$ cat src/rtn_pkg.sv
// ----------------------------------------------------------------------------
// Ray-triangle nearest hit: shared package
// Payload structs, micro-step table, command and status groups, helpers.
// ----------------------------------------------------------------------------
package rtn_pkg;

	typedef struct packed {
		logic signed [31:0] a_x;
		logic signed [31:0] a_y;
		logic signed [31:0] a_z;
		logic signed [31:0] b_x;
		logic signed [31:0] b_y;
		logic signed [31:0] b_z;
		logic signed [31:0] c_x;
		logic signed [31:0] c_y;
		logic signed [31:0] c_z;
		logic               mesh_start;
	} tri_t;

	typedef struct packed {
		logic               hit;
		logic signed [31:0] hit_dist;
		logic signed [31:0] bary_u;
		logic signed [31:0] bary_v;
		logic               any_hit;
		logic signed [31:0] nearest_dist;
		logic [15:0]        nearest_face;
	} res_t;

	typedef enum logic [2:0] {
		CFG_ORIGIN_X = 3'd0,
		CFG_ORIGIN_Y = 3'd1,
		CFG_ORIGIN_Z = 3'd2,
		CFG_DIR_X    = 3'd3,
		CFG_DIR_Y    = 3'd4,
		CFG_DIR_Z    = 3'd5,
		CFG_DET_EPS  = 3'd6
	} cfg_idx_t;

	typedef enum logic [4:0] {
		SRC_DX, SRC_DY, SRC_DZ,
		SRC_E1X, SRC_E1Y, SRC_E1Z,
		SRC_E2X, SRC_E2Y, SRC_E2Z,
		SRC_TVX, SRC_TVY, SRC_TVZ,
		SRC_PVX, SRC_PVY, SRC_PVZ,
		SRC_QVX, SRC_QVY, SRC_QVZ
	} src_t;

	typedef enum logic [3:0] {
		DST_PVX, DST_PVY, DST_PVZ, DST_DET, DST_U,
		DST_QVX, DST_QVY, DST_QVZ, DST_V, DST_T
	} dst_t;

	typedef struct packed {
		src_t a;
		src_t b;
		logic neg;
		logic last;
		dst_t dst;
	} uop_t;

	localparam logic [4:0] STEP_U_FIRST = 5'd9;
	localparam logic [4:0] STEP_Q_FIRST = 5'd12;
	localparam logic [4:0] STEP_T_FIRST = 5'd21;
	localparam logic [4:0] STEP_LAST    = 5'd23;

	localparam logic signed [31:0] DIST_MAX = 32'sh7FFF_FFFF;

	typedef struct packed {
		logic       load;
		logic       mul;
		logic       acc;
		logic [4:0] step;
		logic       div_start;
		logic       finish;
		logic       hit;
	} cmd_t;

	typedef struct packed {
		logic det_ok;
		logic u_ok;
		logic v_ok;
		logic div_done;
	} sts_t;

	function automatic uop_t uop(input logic [4:0] step);
		uop_t r;
		r = '{a: SRC_DX, b: SRC_DX, neg: 1'b0, last: 1'b0, dst: DST_PVX};
		unique case (step)
			5'd0:  r = '{SRC_DY,  SRC_E2Z, 1'b0, 1'b0, DST_PVX};
			5'd1:  r = '{SRC_DZ,  SRC_E2Y, 1'b1, 1'b1, DST_PVX};
			5'd2:  r = '{SRC_DZ,  SRC_E2X, 1'b0, 1'b0, DST_PVY};
			5'd3:  r = '{SRC_DX,  SRC_E2Z, 1'b1, 1'b1, DST_PVY};
			5'd4:  r = '{SRC_DX,  SRC_E2Y, 1'b0, 1'b0, DST_PVZ};
			5'd5:  r = '{SRC_DY,  SRC_E2X, 1'b1, 1'b1, DST_PVZ};
			5'd6:  r = '{SRC_E1X, SRC_PVX, 1'b0, 1'b0, DST_DET};
			5'd7:  r = '{SRC_E1Y, SRC_PVY, 1'b0, 1'b0, DST_DET};
			5'd8:  r = '{SRC_E1Z, SRC_PVZ, 1'b0, 1'b1, DST_DET};
			5'd9:  r = '{SRC_TVX, SRC_PVX, 1'b0, 1'b0, DST_U};
			5'd10: r = '{SRC_TVY, SRC_PVY, 1'b0, 1'b0, DST_U};
			5'd11: r = '{SRC_TVZ, SRC_PVZ, 1'b0, 1'b1, DST_U};
			5'd12: r = '{SRC_TVY, SRC_E1Z, 1'b0, 1'b0, DST_QVX};
			5'd13: r = '{SRC_TVZ, SRC_E1Y, 1'b1, 1'b1, DST_QVX};
			5'd14: r = '{SRC_TVZ, SRC_E1X, 1'b0, 1'b0, DST_QVY};
			5'd15: r = '{SRC_TVX, SRC_E1Z, 1'b1, 1'b1, DST_QVY};
			5'd16: r = '{SRC_TVX, SRC_E1Y, 1'b0, 1'b0, DST_QVZ};
			5'd17: r = '{SRC_TVY, SRC_E1X, 1'b1, 1'b1, DST_QVZ};
			5'd18: r = '{SRC_DX,  SRC_QVX, 1'b0, 1'b0, DST_V};
			5'd19: r = '{SRC_DY,  SRC_QVY, 1'b0, 1'b0, DST_V};
			5'd20: r = '{SRC_DZ,  SRC_QVZ, 1'b0, 1'b1, DST_V};
			5'd21: r = '{SRC_E2X, SRC_QVX, 1'b0, 1'b0, DST_T};
			5'd22: r = '{SRC_E2Y, SRC_QVY, 1'b0, 1'b0, DST_T};
			5'd23: r = '{SRC_E2Z, SRC_QVZ, 1'b0, 1'b1, DST_T};
			default: r = '{SRC_DX, SRC_DX, 1'b0, 1'b0, DST_PVX};
		endcase
		return r;
	endfunction

	function automatic logic signed [31:0] sat32(input logic signed [63:0] x);
		logic signed [31:0] r;
		if (x > 64'sh0000_0000_7FFF_FFFF) begin
			r = 32'sh7FFF_FFFF;
		end else if (x < -64'sh0000_0000_8000_0000) begin
			r = 32'sh8000_0000;
		end else begin
			r = x[31:0];
		end
		return r;
	endfunction

	function automatic logic signed [31:0] sub_sat(input logic signed [31:0] a,
			input logic signed [31:0] b);
		return sat32(64'(a) - 64'(b));
	endfunction

endpackage

$ cat src/rtn_ctrl.sv
// ----------------------------------------------------------------------------
// Ray-triangle nearest hit: controller
// Sequences the micro-steps, early rejection, division and result hand-off.
// ----------------------------------------------------------------------------
module rtn_ctrl (
	input  logic          clk,
	input  logic          arst_n,
	input  logic          in_valid,
	output logic          in_ready,
	output logic          out_valid,
	input  logic          out_ready,
	input  rtn_pkg::sts_t sts,
	output rtn_pkg::cmd_t cmd
);

	typedef enum logic [6:0] {
		ST_IDLE = 7'b0000001,
		ST_LOAD = 7'b0000010,
		ST_MUL  = 7'b0000100,
		ST_ACC  = 7'b0001000,
		ST_DIVS = 7'b0010000,
		ST_DIV  = 7'b0100000,
		ST_FIN  = 7'b1000000
	} state_t;

	state_t     state_q;
	logic [4:0] step_q;
	logic       hit_q;
	logic       out_valid_q;
	logic       reject;
	logic       fire;

	assign reject = ((step_q == rtn_pkg::STEP_U_FIRST) && !sts.det_ok) ||
		((step_q == rtn_pkg::STEP_Q_FIRST) && !sts.u_ok) ||
		((step_q == rtn_pkg::STEP_T_FIRST) && !sts.v_ok);
	assign fire = (state_q == ST_FIN) && (!out_valid_q || out_ready);

	always_ff @(posedge clk or negedge arst_n) begin
		if (!arst_n) begin
			state_q     <= ST_IDLE;
			step_q      <= '0;
			hit_q       <= 1'b0;
			out_valid_q <= 1'b0;
		end else begin
			if (fire) begin
				out_valid_q <= 1'b1;
			end else if (out_ready) begin
				out_valid_q <= 1'b0;
			end
			unique case (state_q)
				ST_IDLE: if (in_valid) state_q <= ST_LOAD;
				ST_LOAD: begin
					step_q  <= '0;
					state_q <= ST_MUL;
				end
				ST_MUL: begin
					if (reject) begin
						hit_q   <= 1'b0;
						state_q <= ST_FIN;
					end else begin
						state_q <= ST_ACC;
					end
				end
				ST_ACC: begin
					if (step_q == rtn_pkg::STEP_LAST) begin
						state_q <= ST_DIVS;
					end else begin
						step_q  <= step_q + 1'b1;
						state_q <= ST_MUL;
					end
				end
				ST_DIVS: state_q <= ST_DIV;
				ST_DIV: begin
					if (sts.div_done) begin
						hit_q   <= 1'b1;
						state_q <= ST_FIN;
					end
				end
				ST_FIN: if (fire) state_q <= ST_IDLE;
				default: state_q <= ST_IDLE;
			endcase
		end
	end

	always_comb begin
		cmd.load      = state_q == ST_LOAD;
		cmd.mul       = (state_q == ST_MUL) && !reject;
		cmd.acc       = state_q == ST_ACC;
		cmd.step      = step_q;
		cmd.div_start = state_q == ST_DIVS;
		cmd.finish    = fire;
		cmd.hit       = hit_q;
	end

	assign in_ready  = state_q == ST_IDLE;
	assign out_valid = out_valid_q;

`ifndef SYNTHESIS
	a_accept_loads: assert property (@(posedge clk) disable iff (!arst_n)
		in_valid && in_ready |=> state_q == ST_LOAD)
		else $error("accepted triangle did not start loading");
	a_no_overwrite: assert property (@(posedge clk) disable iff (!arst_n)
		state_q == ST_FIN && out_valid_q && !out_ready |=> state_q == ST_FIN)
		else $error("result overwritten while the previous one waits");
	a_finish_valid: assert property (@(posedge clk) disable iff (!arst_n)
		cmd.finish |=> out_valid_q)
		else $error("finished result not presented");
	a_hit_divided: assert property (@(posedge clk) disable iff (!arst_n)
		state_q == ST_DIV && sts.div_done |=> hit_q)
		else $error("hit flag lost after division");
`endif

endmodule

$ cat config.mk
export PLATFORM = sky130hd
export DESIGN_NAME = rtn_ctrl
export DESIGN_NICKNAME = d
export VERILOG_FILES = /design/src/rtn_pkg.sv /design/src/rtn_ctrl.sv
export SDC_FILE = /design/constraint.sdc
export NUM_CORES = 1
export LEC_CHECK = 0
export BUFFER_PORTS_ARGS = -buffer_cell sky130_fd_sc_hd__buf_2
export CAP_MARGIN = 10
export CORE_UTILIZATION = 45
export DETAILED_ROUTE_END_ITERATION = 8
export GPL_TIMING_DRIVEN = 0
export PLACE_DENSITY = 0.72
export SYNTH_ARGS = -nofsm -noshare
export SYNTH_HDL_FRONTEND = slang
export SYNTH_SLANG_ARGS = --single-unit
$ cat constraint.sdc
create_clock -name clk -period 2 [get_ports clk]
set_clock_uncertainty 0.2 [all_clocks]
set_input_delay 0.1 -clock clk [delete_from_list [all_inputs] [get_ports clk]]
set_output_delay 0.1 -clock clk [all_outputs]
set_load 0.02 [all_outputs]
==> summary.txt <==
met1 WL -> 886 um
clk slew on worst S/H paths -> 0.09 ns
DR vias/cell -> 5.19
vias -> 805
RSZ-0062 raised after global routing -> yes
max layer used -> met4
post-synthesis sequential area ratio -> 0.432
HPWL after DPL -> 1.31 mm
initial detailed-routing violation count -> 24
root buffer selected by CTS -> clkbuf_4
outcome -> complete, but fails checks
failing checks -> negative setup slack
Gate Count Post-Synth -> 96
Synth Flop Type -> dfrtp_1
Post-synth EDFFs -> 0
Async SR Flop Fraction -> 1.00
Total GRT Usage -> 0.220
crit-path max FO -> 2
vias in the first global route -> 726
number of I/O pins -> 21
core footprint -> 1590 um^2
diode count -> 0
CTS tree -> yes
commonest non-fill, non-tap cell in the layout -> buf_2
Slew HR -> 0.770
first-pass GRT wire length -> 3.13 mm
DRC viols -> 0
Area Growth Syn to Fin -> 40.9%
largest net degree at the start of global routing -> 15
remaining global-route overflow -> 0
most frequent cells in the layout -> buf_2, nor2_1, nand3_1, dfrtp_1, buf_4
synth unique cells -> 27
initial antenna violation count -> 0
Die W -> 44.5 um
crit-path max cell delay -> 0.47 ns
Crit Path Class -> reg -> reg
FF-to-FF path depth -> 5
clock buffer depth -> 2
maxcap violations -> 0
Ys Warns -> 0
final-report hold violation count -> 0
Comb pwr share -> 0.407
#FFs+latches synth -> 14
number of fill cells in the layout -> 125
arrival time at the worst endpoint -> 2.14 ns
post-route minimum period -> 2.12 ns
crit path max-delay cell type -> or4b_1
post-synth design cell area -> 813 um^2
reg2reg end -> state_q[0]
GPL Wtd Cong -> 0.867
starting density of the core -> 0.510
total clock sinks -> 14
die height -> 44.5 um
Seq pwr share -> 0.388
Met2 Routed Length -> 901 um
Pleak -> 0.580 nW
final worst slack -> -0.117 ns
TritonCTS Buffers -> 3
Final ANT Viol Nets -> 0
Int Pwr -> 0.631 mW
Crit. End Element -> register
slack of the worst reg-to-reg path -> -0.12 ns
Slew Viols, Final -> 0
# port buffers -> 20
CTS HTree Levels -> 1
worst min-delay path category -> in -> async
setup_tns -> -0.267 ns
fin nets -> 143
Clk pwr share -> 0.205
Worst setup SP type -> register
reg-to-reg startpoint -> state_q[3]
pre-CTS setup slack -> -0.116 ns
Cell Pwr Density -> 873 nW/um^2
number of cell rows -> 14
switching portion of total power -> 0.370
Worst-Skew Late Latency -> 0.28 ns
Final setup viols -> 3
Wirelength per Cell -> 12.3 um
worst endpoint required time -> 2.02 ns
CP cell instances -> or3_4 -> or4b_1 -> and3_1 -> a211o_1 -> and2_1
met3 wire length -> 104 um
P_sw -> 0.370 mW
worst ir drop on vdd -> 581 uV
syn avg cell area -> 8.47 um^2
placed inst area -> 948 um^2
register area -> 355 um^2
Die ar. -> 1980 um^2
fraction of final layout cells sized beyond drive strength 1 -> 0.412
drt pass-1 iters -> 5
Syn Nets -> 107
post-route cell area -> 1150 um^2
multi-input logic area -> 489 um^2
measured slew at the worst slew-check pin -> 0.340 ns
Max Fclk -> 0.472 GHz
total wire length -> 1.90 mm
fin crit share -> 1.06
[cells in the mapped netlist (2+ instances only)]
master	count	area share
a21oi_1	3	0.018
and2_1	2	0.015
buf_4	2	0.018
dfrtp_1	13	0.40
ha_1	3	0.046
inv_1	6	0.028
nand2_1	8	0.037
nand3_1	13	0.080
nand4b_1	2	0.022
nor2_1	15	0.069
nor2b_1	5	0.038
nor3_1	2	0.012
o21ai_0	7	0.043
or3_1	2	0.015
[state kept, by name, summed over array words and instances, names as in the netlist]
register	count
step_q	5
state_q	7
out_valid	1
hit_q	1
[stage by stage]
stage          total power, mW  hold WS, ns  instances  utilization
2_1_floorplan            0.599       -0.396         96            -
3_3_place_gp             0.683       -0.190        140        0.595
3_5_place_dp             0.688       -0.188        140        0.595
4_1_cts                  0.928       0.0383        151        0.667
5_1_grt                   1.06       0.0522        155        0.719
6_report                  1.00       0.0306        155        0.719
[cells by family after synthesis]
kind of cell,Yosys count,synth area share
AOI/OAI and AO/OA,15,0.111
xor gates and xnor gates,1,0.0108
adders and majority gates,3,0.0462
buffers and inverters,8,0.0461
DFF,14,0.432
muxes,1,0.0123
and+or+nand+nor,54,0.342
[worst max-delay path, delay by kind of cell (launching register included)]
family	cells	cell delay [ns]
and+or+nand+nor	4	1.17
AOI/OAI and AO/OA	1	0.29
DFF	1	0.39
[routing by layer]
metal	GRT usage	vias up
met2	0.353	28
met3	0.0735	2
li1	-	409
met1	0.285	366
met5	0	-
met4	0.0606	0
[layout make-up]
class / instances / share of cell area
Inverter: 6 / 0.0197
Tap cell: 24 / 0.0262
Sequential cell: 14 / 0.310
Multi-Input combinational cell: 74 / 0.427
Clock buffer: 4 / 0.0317
Timing Repair Buffer: 31 / 0.172
Buffer: 2 / 0.0131
[power by group through the flow]
stage / sequential [mW] / combinational (mW) / clock [mW]
after floorplan: 0.382 / 0.217 / 0
after global placement: 0.382 / 0.300 / 0
after detailed placement: 0.385 / 0.303 / 0
after CTS: 0.376 / 0.341 / 0.211
after global routing: 0.396 / 0.445 / 0.224
final: 0.388 / 0.408 / 0.205
[timing repair]
action,4_1_cts,5_1_grt
hold buffers,5,0
hold endpoints to repair,20,0
pin swaps,0,3
buffers inserted,2,4
resized for setup,4,18
setup endpoints to repair,5,6
[worst max path at each step]
| stage | from | to | slack, ns | cells past startpoint |
|---|---|---|---|---|
| 4_1_cts | state_q[3] | state_q[0] | -0.10 | 5 |
| 3_5_place_dp | state_q[3] | state_q[6] | -0.12 | 5 |
| 2_1_floorplan | state_q[3] | state_q[0] | -0.005 | 5 |
| 6_report | state_q[3] | state_q[0] | -0.12 | 5 |
| 3_3_place_gp | state_q[3] | state_q[0] | -0.09 | 5 |
| 5_1_grt | state_q[3] | state_q[6] | -0.15 | 5 |
Note: power is estimated with default switching activity, not from simulation.
